--- config.mk ---
export PLATFORM = sky130hd
export DESIGN_NAME = band_select_relay_pulser_top
export DESIGN_NICKNAME = d
export VERILOG_FILES = /design/src/rtl/bsrp_pkg.sv /design/src/rtl/bsrp_core.sv /design/src/rtl/bsrp_outbuf.sv /design/src/rtl/band_select_relay_pulser_top.sv
export SDC_FILE = /design/constraint.sdc
export NUM_CORES = 1
export LEC_CHECK = 0
export ABC_AREA = 1
export BUFFER_PORTS_ARGS = -buffer_cell sky130_fd_sc_hd__buf_2
export CAP_MARGIN = 20
export CORE_ASPECT_RATIO = 0.8
export CORE_MARGIN = 4
export CORE_UTILIZATION = 35
export CTS_BUF_LIST = sky130_fd_sc_hd__clkbuf_8
export CTS_CLUSTER_DIAMETER = 80
export DETAILED_ROUTE_END_ITERATION = 8
export GPL_ROUTABILITY_DRIVEN = 0
export SYNTH_ARGS = -nofsm -noshare
export SYNTH_HDL_FRONTEND = slang
export SYNTH_SLANG_ARGS = --single-unit
--- constraint.sdc ---
create_clock -name clk -period 5.1 [get_ports clk]
set_input_delay 1.275 -clock clk [delete_from_list [all_inputs] [get_ports clk]]
set_output_delay 1.275 -clock clk [all_outputs]
set_load 0.01 [all_outputs]
--- src/rtl/bsrp_pkg.sv ---
// Shared types and constants for the band select relay pulser.
// No dependencies; used by every module in rtl/.
`default_nettype none

package bsrp_pkg;

  // Debounce run length: released ticks that must follow one pressed tick
  localparam int unsigned RELEASE_RUN_DEF = 12;

  localparam int unsigned PULSE_W = 8;
  localparam logic [PULSE_W-1:0] PULSE_TICKS_RST = 8'd3;

  localparam int unsigned BAND_W = 2;

  // Band codes; BAND_NONE differs from every real band and forces the first update
  localparam logic [BAND_W-1:0] BAND_40M  = 2'd0;
  localparam logic [BAND_W-1:0] BAND_20M  = 2'd1;
  localparam logic [BAND_W-1:0] BAND_15M  = 2'd2;
  localparam logic [BAND_W-1:0] BAND_NONE = 2'd3;

  localparam int unsigned IN_TDATA_W  = 8;
  localparam int unsigned OUT_TDATA_W = 16;

  typedef struct packed {
    logic [BAND_W-1:0] band_index;
    logic              select_20m;
    logic              select_15m;
    logic              relay12_set;
    logic              relay12_reset;
    logic              relay34_set;
    logic              relay34_reset;
    logic              cal_line;
  } result_t;

endpackage

`default_nettype wire

--- src/rtl/bsrp_core.sv ---
// Per-tick state update: debounce history, band counter, select lines,
// relay pulse counters and calibration toggle. Depends on bsrp_pkg.
`default_nettype none

module bsrp_core #(
  parameter int unsigned RELEASE_RUN = bsrp_pkg::RELEASE_RUN_DEF
) (
  input  wire logic                         clk,
  input  wire logic                         rst_n,
  input  wire logic                         tick_acc,
  input  wire logic                         button_level,
  input  wire logic                         cfg_wr_en,
  input  wire logic [bsrp_pkg::PULSE_W-1:0] cfg_wr_data,
  output bsrp_pkg::result_t                 result
);

  localparam int unsigned HIST_W = RELEASE_RUN + 1;
  // one pressed sample in the oldest slot, all later samples released
  localparam logic [HIST_W-1:0] HIST_MATCH = {1'b1, {RELEASE_RUN{1'b0}}};

  logic [HIST_W-1:0]                 hist_r, hist_nxt;
  logic [bsrp_pkg::BAND_W-1:0]       band_now_r, band_now_nxt;
  logic [bsrp_pkg::BAND_W-1:0]       band_app_r, band_app_nxt;
  logic [1:0]                        sel_r, sel_nxt;
  logic [bsrp_pkg::PULSE_W-1:0]      r12s_r, r12s_nxt, r12r_r, r12r_nxt;
  logic [bsrp_pkg::PULSE_W-1:0]      r34s_r, r34s_nxt, r34r_r, r34r_nxt;
  logic                              cal_r, cal_nxt;
  logic [bsrp_pkg::PULSE_W-1:0]      pulse_ticks_r;

  function automatic logic [bsrp_pkg::PULSE_W-1:0] count_down(
    input logic [bsrp_pkg::PULSE_W-1:0] c
  );
    return (c != '0) ? c - 1'b1 : '0;
  endfunction

  always_comb begin
    hist_nxt     = {hist_r[HIST_W-2:0], ~button_level};
    band_now_nxt = band_now_r;
    if (hist_nxt == HIST_MATCH) begin
      band_now_nxt = (band_now_r == bsrp_pkg::BAND_15M) ? bsrp_pkg::BAND_40M
                                                        : band_now_r + 1'b1;
    end
    cal_nxt      = ~cal_r;
    r12s_nxt     = count_down(r12s_r);
    r12r_nxt     = count_down(r12r_r);
    r34s_nxt     = count_down(r34s_r);
    r34r_nxt     = count_down(r34r_r);
    sel_nxt      = sel_r;
    band_app_nxt = band_app_r;
    if (band_now_nxt != band_app_r) begin
      band_app_nxt = band_now_nxt;
      case (band_now_nxt)
        bsrp_pkg::BAND_40M: begin
          sel_nxt  = 2'b00;
          r12r_nxt = pulse_ticks_r;
          r34r_nxt = pulse_ticks_r;
        end
        bsrp_pkg::BAND_20M: begin
          sel_nxt  = 2'b01;
          r12r_nxt = pulse_ticks_r;
          r34s_nxt = pulse_ticks_r;
        end
        default: begin
          sel_nxt  = 2'b10;
          r12s_nxt = pulse_ticks_r;
        end
      endcase
    end
  end

  always_comb begin
    result.band_index    = band_now_nxt;
    result.select_20m    = sel_nxt[0];
    result.select_15m    = sel_nxt[1];
    result.relay12_set   = (r12s_nxt != '0);
    result.relay12_reset = (r12r_nxt != '0);
    result.relay34_set   = (r34s_nxt != '0);
    result.relay34_reset = (r34r_nxt != '0);
    result.cal_line      = cal_nxt;
  end

  always_ff @(posedge clk) begin
    if (!rst_n) begin
      hist_r     <= '0;
      band_now_r <= bsrp_pkg::BAND_40M;
      band_app_r <= bsrp_pkg::BAND_NONE;
      sel_r      <= '0;
      r12s_r     <= '0;
      r12r_r     <= '0;
      r34s_r     <= '0;
      r34r_r     <= '0;
      cal_r      <= 1'b0;
    end else if (tick_acc) begin
      hist_r     <= hist_nxt;
      band_now_r <= band_now_nxt;
      band_app_r <= band_app_nxt;
      sel_r      <= sel_nxt;
      r12s_r     <= r12s_nxt;
      r12r_r     <= r12r_nxt;
      r34s_r     <= r34s_nxt;
      r34r_r     <= r34r_nxt;
      cal_r      <= cal_nxt;
    end
  end

  always_ff @(posedge clk) begin
    if (!rst_n) begin
      pulse_ticks_r <= bsrp_pkg::PULSE_TICKS_RST;
    end else if (cfg_wr_en) begin
      pulse_ticks_r <= cfg_wr_data;
    end
  end

endmodule

`default_nettype wire

--- src/rtl/bsrp_outbuf.sv ---
// Result register with a one-entry skid slot, so a new item is taken
// while a finished result waits. Depends on bsrp_pkg.
`default_nettype none

module bsrp_outbuf (
  input  wire logic              clk,
  input  wire logic              rst_n,
  input  wire logic              in_valid,
  output logic                   in_ready,
  input  wire bsrp_pkg::result_t in_data,
  output logic                   out_valid,
  input  wire logic              out_ready,
  output bsrp_pkg::result_t      out_data
);

  logic              out_valid_r, out_valid_nxt;
  logic              skid_valid_r, skid_valid_nxt;
  bsrp_pkg::result_t out_data_r, out_data_nxt;
  bsrp_pkg::result_t skid_data_r, skid_data_nxt;
  logic              in_acc;

  assign in_ready = ~skid_valid_r;
  assign in_acc   = in_valid & in_ready;

  always_comb begin
    out_valid_nxt  = out_valid_r;
    out_data_nxt   = out_data_r;
    skid_valid_nxt = skid_valid_r;
    skid_data_nxt  = skid_data_r;
    if (!out_valid_r || out_ready) begin
      // output slot free or draining: refill from skid first, else from input
      out_valid_nxt  = skid_valid_r | in_acc;
      out_data_nxt   = skid_valid_r ? skid_data_r : in_data;
      skid_valid_nxt = 1'b0;
    end else if (in_acc) begin
      skid_valid_nxt = 1'b1;
      skid_data_nxt  = in_data;
    end
  end

  always_ff @(posedge clk) begin
    if (!rst_n) begin
      out_valid_r  <= 1'b0;
      skid_valid_r <= 1'b0;
    end else begin
      out_valid_r  <= out_valid_nxt;
      skid_valid_r <= skid_valid_nxt;
    end
  end

  always_ff @(posedge clk) begin
    out_data_r  <= out_data_nxt;
    skid_data_r <= skid_data_nxt;
  end

  assign out_valid = out_valid_r;
  assign out_data  = out_data_r;

endmodule

`default_nettype wire

--- src/rtl/band_select_relay_pulser_top.sv ---
// Top level of the band select relay pulser: stream ports, config port.
// Depends on bsrp_pkg, bsrp_core and bsrp_outbuf.
//
// Usage:
//   in_*  : one item per millisecond tick; in_tdata[0] is the sampled band
//           button pin (0 = pressed). Other tdata bits are ignored.
//   out_* : one result item per tick: current band, the two band-select
//           lines, the four latching-relay pulse lines and the calibration
//           toggle, all as they stand after that tick.
//   cfg_* : cfg_wr_en writes cfg_wr_data into pulse_ticks (ticks each relay
//           pulse stays high, reset 3); write only while the block is idle.
// Output: an item's result is registered in the output buffer before it
//   reaches out_tdata. Throughput: one item per cycle while out_tready is
//   high; the tick state updates on each accepted item, and the result
//   register plus skid slot let input continue while a result waits.
// Reset (rst_n low, synchronous): band 0 with band-applied marked unknown,
//   so the first tick after reset drives the band-0 select lines and starts
//   both reset pulses. Output buffer empties.
// Stall: when out_tready is low, one further item is held in the skid slot,
//   then in_tready drops until the receiver takes a result.
`default_nettype none

module band_select_relay_pulser_top #(
  parameter int unsigned RELEASE_RUN = bsrp_pkg::RELEASE_RUN_DEF
) (
  input  wire logic                            clk,
  input  wire logic                            rst_n,
  input  wire logic                            in_tvalid,
  output logic                                 in_tready,
  // [0] button_level, [7:1] unused
  input  wire logic [bsrp_pkg::IN_TDATA_W-1:0] in_tdata,
  output logic                                 out_tvalid,
  input  wire logic                            out_tready,
  // [1:0] band_index, [2] select_20m, [3] select_15m, [4] relay12_set,
  // [5] relay12_reset, [6] relay34_set, [7] relay34_reset, [8] cal_line,
  // [15:9] zero
  output logic [bsrp_pkg::OUT_TDATA_W-1:0]     out_tdata,
  input  wire logic                            cfg_wr_en,
  input  wire logic [bsrp_pkg::PULSE_W-1:0]    cfg_wr_data
);

  logic              tick_acc;
  bsrp_pkg::result_t core_res;
  bsrp_pkg::result_t buf_res;

  assign tick_acc = in_tvalid & in_tready;

  // Tick state lives in the core and advances only on an accepted item
  bsrp_core #(
    .RELEASE_RUN (RELEASE_RUN)
  ) u_core (
    .clk          (clk),
    .rst_n        (rst_n),
    .tick_acc     (tick_acc),
    .button_level (in_tdata[0]),
    .cfg_wr_en    (cfg_wr_en),
    .cfg_wr_data  (cfg_wr_data),
    .result       (core_res)
  );

  bsrp_outbuf u_outbuf (
    .clk       (clk),
    .rst_n     (rst_n),
    .in_valid  (in_tvalid),
    .in_ready  (in_tready),
    .in_data   (core_res),
    .out_valid (out_tvalid),
    .out_ready (out_tready),
    .out_data  (buf_res)
  );

  assign out_tdata = {7'b0,
                      buf_res.cal_line,
                      buf_res.relay34_reset,
                      buf_res.relay34_set,
                      buf_res.relay12_reset,
                      buf_res.relay12_set,
                      buf_res.select_15m,
                      buf_res.select_20m,
                      buf_res.band_index};

endmodule

`default_nettype wire
# After elaboration in Yosys (flattened, before gate mapping)
# Index checks and enable logic that the tools add are counted.
[word_totals]
register_bits = 79
input_bits = 21
out_inout_bits = 18
[op_classes]
addsub = 5
eq_ne = 4
n_mux = 17
n_bitwise = 7
reduce_logical = 15
[ops]
columns = ["cell", "count"]
rows = [
  ["two-way mux 8 bit", 12],
  ["nonzero test 8 bit", 8],
  ["subtractor 8 x 1 -> 8 bit (second input constant)", 4],
  ["equality test 13 bit (second input constant)", 1],
  ["two-way mux 9 bit", 1],
  ["two-way mux 2 bit", 3],
  ["NOT 1 bit", 5],
  ["one-hot mux 2 bit (2 select lines)", 1],
  ["AND reduction 2 bit", 2],
  ["OR reduction 2 bit", 2],
  ["adder 2 x 1 -> 2 bit (second input constant)", 1],
  ["equality test 2 x 1 -> 1 bit (second input constant)", 1],
  ["equality test 2 bit (second input constant)", 1],
  ["zero test 2 bit", 1],
  ["!= test 2 bit", 1],
  ["bitwise AND 1 bit", 1],
  ["zero test 1 bit", 1],
  ["logical OR 1 bit", 1],
  ["bitwise OR 1 bit", 1],
]

# Longest topological paths before layout
# Gate-level depths: netlist (run 1).
[depth]
word_depth = 9
mapped_depth = 16
mapped_depth_nobuf = 16

# Modules after synthesis
# Synthesis (run 1) repeated with hierarchy kept, for this count alone.
[hier_totals]
cells_unflattened = 699
area_unflattened_um2 = 4743.3
[modules_own_cells]
columns = ["mod", "instances", "cells_each", "area_each_um2"]
rows = [
  ["bsrp_core", 1, 630, 3935.0],
  ["bsrp_outbuf", 1, 59, 744.5],
  ["band_select_relay_pulser_top", 1, 10, 63.8],
]

# Worst setup path after synthesis (run 1)
# Ideal clock, no wire load.
[synth_path]
kind = "input to register"
from = "in in_tvalid"
to = "reg u_outbuf.skid_data_r[0] in the netlist's numbering, enable pin"
arrival_ns = 2.562
slack_ns = 2.164
stages = 6
n_path_buf = 2
cell_sequence = "inv_1 > nor2_1 > inv_1 > clkbuf_1 > clkbuf_1 > nor2_1"
[synth_via]
elab_chain_len = 2
[synth_rtl]
columns = ["item", "line_no", "rtl"]
rows = [
  ["start: declaration", "band_select_relay_pulser_top.sv:28", "input wire logic in_tvalid,"],
  ["bitwise AND 1 bit", "bsrp_outbuf.sv:23", "assign in_acc = in_valid & in_ready;"],
  ["AND reduction 2 bit (no source line)", "--", ""],
  ["end signal: assignment", "bsrp_outbuf.sv:53", "skid_data_r <= skid_data_nxt;"],
  ["end: declaration", "bsrp_outbuf.sv:19", "bsrp_pkg::result_t skid_data_r, skid_data_nxt;"],
]
# Every way passes these cells.
# A chain may end at the register's enable or synchronous reset.

==> impl_results.md, run 1 <==
- Final Hold Viols: 0
- Register area: 1762 um2
- Worst path slowest cell: nand2_2
- Drt drc: 0
- Required time worst endpoint: 5.22 ns
- Total CTS buffers: 9
- Complex-gate fraction of the synthesized area: 17.96%
- Min Tclk post-route: 3.158 ns
- Slew Viols, Final: 0
- Top cell type's share of synthesized area: 27.05%
- Peak VDD IR: 0.1619 mV
- Initial DRC count: 330
- TNS Setup: 0 ns
- Hold Path Stages: 2
- Layout cells sized above 1: 10.22%
- Pwr dens: 315.7 nW/um2
- Final setup fails: 0
- Clk buf depth: 2
- Pint: 1.005 mW
- Global-route wire length before repair: 17.31 mm
- Multiplexer share of the synthesized area: 0%
- Synth-to-Final Area Change: 8.343%
- Setup bufs post-CTS: 0
- WL per Instance: 12.11 um
- Htree depth: 3
- Drt total wl: 10.25 mm
- CP top delay family: simple AND/OR/NAND/NOR gates
- Die area: 14790 um2
- Period Utilization, post-route: 61.92%
- Dpl cells: 830
- Sequential share of power: 46.8%
- Total number of vias: 4029
- Post-synth EDFFs: 18
- Most used cell, CP: nand2_1
- Status: complete, no violations
- Crit-path max FO: 22
- Comb pwr share: 25.3%
- # IOs: 39
- Synth top area cells: dfxtp_1, nand2_1, edfxtp_1
- Clock power share: 27.9%
- GRT overflow: 0
- Mapped Cells: 660
- Root buffer cell: clkbuf_8
- Die H: 109.6 um
- Core ar.: 12390 um2
- Vias in the first global route: 3609
- Hold_buf cts: 0
- Synth Area in Adders: 1.109%
- Synth warnings: 0
- Crit-path cells: buf_2 > nand3_1 > nor2_2 > nand3b_2 > nand2_2 > o211ai_4 > o21ai_0 > nand2_1 > nor2_1 > nand2_1 > nand2_1 > nand2_1
- Psw: 539.2 uW
- Yosys cell types: 37
- R2R setup slack: 2.58 ns
- FF-to-FF path depth: 12
- # port buffers: 24
- Worst slew pin tran: 0.8242 ns
- Final core occ: 39.48%
- Main combinational cell family by area after synthesis: simple AND/OR/NAND/NOR gates
- Final worst setup slack: 1.942 ns
- Initial Util: 36.44%
- Xor/xnor share of the synthesized area: 1.358%
- FILL cells: 1309
- DP Wirelength: 7.259 mm
- Synth area leader: dfxtp_1
- Flops & latches, synth: 79
- 1st-pass router iterations: 5
- Max-Cap Viols: 0
- Clock Sink Count: 79
- Area of the multi-input gates: 2260 um2
- Worst hold path class: register to register
- Hold Path Origin: u_core.hist_r[10]$_SDFFE_PN0P_
- Die W: 135.0 um
- RSZ-0062 raised after global routing: no
- Hold Path Sink: u_core.hist_r[11]$_SDFFE_PN0P_
- Post_cts resized: 0
- Crit Path Class: input port to register
- Row count: 36
- Crit Reg-Reg Endpoint: u_outbuf.out_data[2]$_DFFE_PP_
- Syn_area_per_cell: 6.840 um2
- Arrival @ worst endpoint: 3.28 ns
- Layout Cells excl Fill: 846
- Async S/R FF share, synth: 0%
- Routed Antenna Nets: 0
- Total track usage: 14.59%
- Post-synthesis sequential area ratio: 39.02%
- Final net count: 695
- Max Clock Skew: 0.01243 ns
- Largest net degree at the start of global routing: 55
- Via-per-instance ratio: 4.762
- Pleak: 2.344 nW
- Fmax: 0.3167 GHz
- CTS tree: yes
- Slowest stage delay, CP: 0.38 ns
- Worst setup SP type: input port
- Top FF cell, synth: dfxtp_1
- Diode count: 0
- Clk slew on worst S/H paths: 0.09 ns
- Initial antenna violation count: 0
- Post-Synthesis Cell Area: 4514 um2
- Sw Ratio: 34.92%
- Crit path capture type: register
- Worst slew margin relative to its limit: 44.99%
- Post-synthesis simple-gate area fraction: 28.88%
- DP Worst Slack: 1.568 ns
- Crit path buf inv count: 1
- Worst-Skew Late Latency: 0.36 ns
- Worst R2R Start: u_core.hist_r[8]$_SDFFE_PN0P_
==> stage by stage <==
stage	instance area [um2]	power, mW	hold WS, ns
after floorplan	4537	1.042	0.4342
after global placement	4712	1.118	0.4458
after detailed placement	4712	1.124	0.4510
after CTS	4891	1.561	0.4624
after global routing	4891	1.661	0.4831
final	4891	1.544	0.4636
==> cells in the final DEF, fill, tap and decap left out, types with 16 or more instances in the layout <==
master,count
a21oi_1,34
o21ai_0,69
nor2_1,84
edfxtp_1,18
nand2_1,148
dfxtp_1,61
o211ai_1,18
o21ai_1,16
buf_2,24
inv_1,89
nand3_1,37
==> tightest hold or removal path: cells and delay by family, from the launching register on <==
family	cells	cell delay, ns
buf+inv	1	0.06
flops	1	0.31
compound gates	1	0.05
==> final cells by class <==
type	count	share of cell area, %
Tap cell	171	4.375
Sequential cell	79	36.02
Multi-Input combinational cell	463	46.20
Clock inverter	7	1.126
Clock buffer	9	2.533
Timing Repair Buffer	26	2.763
Inverter	91	6.984
==> cell families after synthesis <==
family          Yosys count
fa+ha+maj                 4
compound gates          144
other cells               1
simple gates            301
flops                    79
xor+xnor                  7
buf+inv                 124
==> metal layers <==
| layer | track usage (%) | up-vias | part of all wire (%) |
|---|---|---|---|
| met2 | 21.23 | 83 | 41 |
| met1 | 21.23 | 1787 | 51 |
| met5 | 0 | - | 0 |
| met3 | 3.660 | 16 | 5.1 |
| li1 | - | 2143 | - |
| met4 | 4.460 | 0 | 2.0 |
==> worst max path at each step <==
stage | slack [ns] | cells after the start | start | end
final | 1.94 | 12 | in_tdata[0] | u_outbuf.out_data[2]$_DFFE_PP_
after global routing | 1.66 | 12 | in_tdata[0] | u_outbuf.out_data[2]$_DFFE_PP_
after CTS | 1.96 | 12 | in_tdata[0] | u_outbuf.out_data[2]$_DFFE_PP_
after detailed placement | 1.57 | 12 | in_tdata[0] | u_outbuf.out_data[2]$_DFFE_PP_
after global placement | 1.63 | 12 | in_tdata[0] | u_outbuf.out_data[1]$_DFFE_PP_
after floorplan | 2.16 | 6 | in_tvalid | u_outbuf.skid_data_r[0]$_DFFE_PP_
==> synth_stat cells, drive strengths merged, types with 2 or more instances <==
| library cell | instances |
|---|---|
| a21oi | 35 |
| a31oi | 2 |
| buf | 16 |
| clkbuf | 17 |
| dfxtp | 61 |
| edfxtp | 18 |
| ha | 4 |
| inv | 90 |
| nand2 | 157 |
| nand3 | 39 |
| nand3b | 4 |
| nand4 | 5 |
| nor2 | 87 |
| nor3 | 2 |
| o211ai | 20 |
| o21ai | 85 |
| or2 | 7 |
| xor2 | 6 |
==> flip-flops by register name, indices dropped and copies added, names as in the netlist <==
signal and flops:
u_outbuf.out_data 9, u_core.sel_r 2, u_core.r34r_r 8, u_core.r34s_r 8, u_core.cal_r 1, u_outbuf.skid_valid_r 1, u_core.r12r_r 8, u_core.band_app_r 2
u_core.band_now_r 2, u_core.pulse_ticks_r 8, u_core.hist_r 12, u_outbuf.out_valid 1, u_core.r12s_r 8, u_outbuf.skid_data_r 9
==> power groups by stage <==
| stage | clock network (mW) | logic [mW] | registers (mW) |
|---|---|---|---|
| 6_report | 0.431 | 0.391 | 0.722 |
| 3_3_place_gp | 0 | 0.383 | 0.735 |
| 4_1_cts | 0.449 | 0.390 | 0.722 |
| 3_5_place_dp | 0 | 0.388 | 0.736 |
| 2_1_floorplan | 0 | 0.313 | 0.729 |
| 5_1_grt | 0.477 | 0.455 | 0.729 |
(Power assumes the default switching activity.)
==> inputs of run 2 (changes only) <==
--- a/config.mk
+++ b/config.mk
@@ -5,7 +5,7 @@
 export SDC_FILE = /design/constraint.sdc
 export NUM_CORES = 1
 export LEC_CHECK = 0
-export ABC_AREA = 1
+export ABC_AREA = 0
 export BUFFER_PORTS_ARGS = -buffer_cell sky130_fd_sc_hd__buf_2
 export CAP_MARGIN = 20
 export CORE_ASPECT_RATIO = 0.8
==> constraint.sdc (replaced) <==
create_clock -name clk -period 2.6 [get_ports clk]
set_input_delay 0.65 -clock clk [delete_from_list [all_inputs] [get_ports clk]]
set_output_delay 0.65 -clock clk [all_outputs]
set_load 0.01 [all_outputs]
==> run 2 against run 1 <==
Compared with the run above: worst setup slack lost 1.7 ns; hold slack gained 0.0024 ns; cell count decreased by 17%; die area is 3.9% lower; total power rose by 100%; via count is 4.2% lower; sequential power increased by 100%; register-to-register slack worse by 2.4 ns; core utilization up 0.26 points; critical path type is now register to register; area after synthesis decreased by 4.2%; flip-flop and latch count unchanged.
==> impl_results.md, run 2 <==
- Status: complete, no violations
- Final net count: 569 (-18%)
- Crit Reg-Reg Endpoint: u_outbuf.out_data[3]$_DFFE_PP_
- 1st-pass router iterations: 4 (-1)
- Post-synth EDFFs: 18 (unchanged)
- Slowest stage delay, CP: 0.40 ns (+0.02 ns)
- # IOs: 39 (unchanged)
- Crit path capture type: register
- RSZ-0062 raised after global routing: no
- Final setup fails: 0 (unchanged)
- Most frequent cells in the layout: nand2_1, dfxtp_1, nor2_1, a21oi_1, o21ai_0
- DP Wirelength: 7.432 mm (+2.4%)
- Drt drc: 0 (unchanged)
- Final Hold Viols: 0 (unchanged)
- Leading cell type in the layout, fill and taps excluded: nand2_1
- Peak VDD IR: 0.3723 mV (+130%)
- Diode count: 0 (unchanged)
- Worst R2R Start: u_core.hist_r[6]$_SDFFE_PN0P_
- Die area: 14210 um2 (-3.9%)
- CP top delay family: simple AND/OR/NAND/NOR gates
- Die H: 107.4 um (-2.0%)
- Vias in the first global route: 3606 (-0.083%)
- Worst slew pin tran: 0.8662 ns (+0.04199 ns)
- Crit Path Class: register to register
- Period Utilization, post-route: 91.93%
- Final worst setup slack: 0.2099 ns (-1.732 ns)
- Synth top area cells: dfxtp_1, edfxtp_1, nand2_1
- Hold_ws: 0.4661 ns (+0.002447 ns)
- Total track usage: 15.11% (+0.53 points)
- Met2 Wirelength: 4.544 mm (+7.1%)
- Row count: 36 (unchanged)
- Arrival @ worst endpoint: 2.49 ns (-0.79 ns)
- Mapped Cells: 524 (-21%)
- Initial Util: 35.70% (-0.75 points)
- Clk slew on worst S/H paths: 0.08 ns (about the same)
- Total CTS buffers: 9 (unchanged)
- Die W: 132.3 um (-2.0%)
- CTS tree: yes
- Worst hold path class: register to register
- Worst setup path startpoint: u_core.hist_r[6]$_SDFFE_PN0P_
- Crit path buf inv count: 1 (unchanged)
- Clk buf depth: 2 (unchanged)
- Flops & latches, synth: 79 (unchanged)
- WL met1: 5.199 mm (-1.4%)
- Initial antenna violation count: 0 (unchanged)
- Crit-path max FO: 12 (-45%)
- TNS Setup: 0 ns (unchanged)
- # port buffers: 24 (unchanged)
- Htree depth: 3 (unchanged)
- Fmax: 0.4184 GHz
- GRT overflow: 0 (unchanged)
- Top cell type's share of synthesized area: 28.23% (+1.2 points)
- R2R setup slack: 0.21 ns (-2.37 ns)
- Yosys cell types: 64 (+73%)
- Flip-flop count of the largest register after layout: 12 (unchanged)
- WL per Instance: 15.10 um (+25%)
- Highest routed layer: met4
- Post-Synthesis Cell Area: 4325 um2 (-4.2%)
- Layout cells sized above 1: 14.75% (+4.5 points)
- Required time worst endpoint: 2.70 ns (-2.52 ns)
- Worst slew margin relative to its limit: 42.17% (-2.8 points)
- Post-synthesis sequential area ratio: 40.73% (+1.7 points)
- Pleak: 1.761 nW (-25%)
- Pwr dens: 652.0 nW/um2 (+110%)
- Max-Cap Viols: 0 (unchanged)
- Max Clock Skew: 0.007633 ns (-0.004798 ns)
- Via-per-instance ratio: 5.505 (+16%)
- FF-to-FF path depth: 7 (-5)
- Global-route wire length before repair: 17.63 mm (+1.9%)
- Syn_area_per_cell: 8.255 um2 (+21%)
- Synth cell count leaders: nand2_1, dfxtp_1, a21oi_1, nor2_1, o21ai_0
- Worst-Skew Late Latency: 0.36 ns (about the same)
- Async S/R FF share, synth: 0% (unchanged)
- Clock Sink Count: 79 (unchanged)
- Worst path depth: 7 (-5)
- Slew Viols, Final: 0 (unchanged)
- Count leader, synth: nand2_1
- Routed Antenna Nets: 0 (unchanged)
- Core ar.: 12120 um2 (-2.2%)
- Reg with most FFs: u_core.hist_r
- Synth-to-Final Area Change: 11.34%
- Synth warnings: 0 (unchanged)
- Worst path slowest cell: mux2i_2
- Top FF cell, synth: dfxtp_1
- Min Tclk post-route: 2.390 ns
- Total number of vias: 3859 (-4.2%)
- Root buffer cell: clkbuf_8
- Synth area leader: dfxtp_1
- DP Worst Slack: -0.1782 ns (-1.747 ns)
- Initial DRC count: 301 (-8.8%)
- Crit path capture: u_outbuf.out_data[3]$_DFFE_PP_
- Worst setup SP type: register
- Met3 wire length: 681 um (+30%)
- Crit-path cells: nor4b_2 > and4_2 > mux2i_2 > nand2_4 > nor3_1 > buf_4 > o31ai_1
- Drt total wl: 10.59 mm (+3.3%)
- Largest net degree at the start of global routing: 47 (-15%)
[run 2: changes by cell type in the layout (fill, tap and decap cells not counted), moves of 10 or more]
cell | previous run | this run
a211oi_1 | 1 | 11
buf_4 | 2 | 20
inv_1 | 89 | 14
mux2_2 | 0 | 10
mux2i_1 | 0 | 11
nand2_1 | 148 | 66
nand2b_1 | 0 | 11
nand3_1 | 37 | 18
nor2_1 | 84 | 42
nor3_1 | 2 | 25
o21ai_0 | 69 | 34
o21ai_1 | 16 | 0
or3_1 | 0 | 10
[run 2: metrics by stage]
step	std cells	instance area [um2]	util, %	total power [mW]
after floorplan	530	4348	-	2.066
after global placement	685	4626	38.18	2.249
after detailed placement	685	4626	38.18	2.269
after CTS	701	4815	39.74	3.162
after global routing	701	4816	39.75	3.340
final	701	4816	39.75	3.140
[run 2: worst min-delay path by stage]
stage                     slack [ns]  depth (start not counted)                             end                            from
after floorplan                 0.43                          2  u_core.hist_r[11]$_SDFFE_PN0P_  u_core.hist_r[11]$_SDFFE_PN0P_
after global routing            0.47                          2   u_core.hist_r[0]$_SDFFE_PN0P_                     in_tdata[0]
after CTS                       0.47                          2   u_core.hist_r[0]$_SDFFE_PN0P_                     in_tdata[0]
after detailed placement        0.45                          2  u_core.hist_r[11]$_SDFFE_PN0P_  u_core.hist_r[11]$_SDFFE_PN0P_
after global placement          0.44                          2  u_core.hist_r[11]$_SDFFE_PN0P_  u_core.hist_r[11]$_SDFFE_PN0P_
final                           0.47                          2  u_core.hist_r[11]$_SDFFE_PN0P_  u_core.hist_r[11]$_SDFFE_PN0P_
[run 2: worst min-delay path, cell delays in order (launching register included)]
cell and delay [ns]:
dfxtp_1 0.32, nand2_1 0.05, a21oi_1 0.05
[run 2: repair_timing]
action / in CTS / in global routing
hold buffers: 0 / 0
resized for setup: 0 / 1
setup endpoints to repair: 0 / 1
setup buffers: 0 / 0
[run 2: logic make-up (layout without fill, tap and decap cells)]
| logic type | after synthesis | in the layout | synth area share [%] |
|---|---|---|---|
| xor+xnor | 10 | 10 | 2.025 |
| buf+inv | 56 | 75 | 5.699 |
| other cells | 1 | 7 | 0.08670 |
| flops | 79 | 79 | 40.73 |
| compound gates | 142 | 142 | 20.63 |
| mux | 23 | 23 | 5.814 |
| fa+ha+maj | 4 | 4 | 1.157 |
| simple gates | 209 | 209 | 23.87 |
[run 2: per-layer routing]
metal | up-vias | GRT usage [%]
li1 | 1935 | -
met1 | 1794 | 20.93
met2 | 114 | 22.51
met3 | 16 | 4.907
met4 | 0 | 4.451
met5 | - | 0
[run 2: cell type report]
type                       instances  area, um2
clock buffer                       9      123.9
clock inverter                     7      65.06
fill                            1232       7301
inverter                          15      56.30
multi-input combinational        395       2349
sequential                        79       1762
tap                              152      190.2
timing repair buffer              44      270.3
[run 2: where the power goes]
group | switching [mW] | internal [mW] | total, mW
Sequential | 0.113 | 1.36 | 1.47
Clock | 0.455 | 0.434 | 0.889
Combinational | 0.443 | 0.338 | 0.781
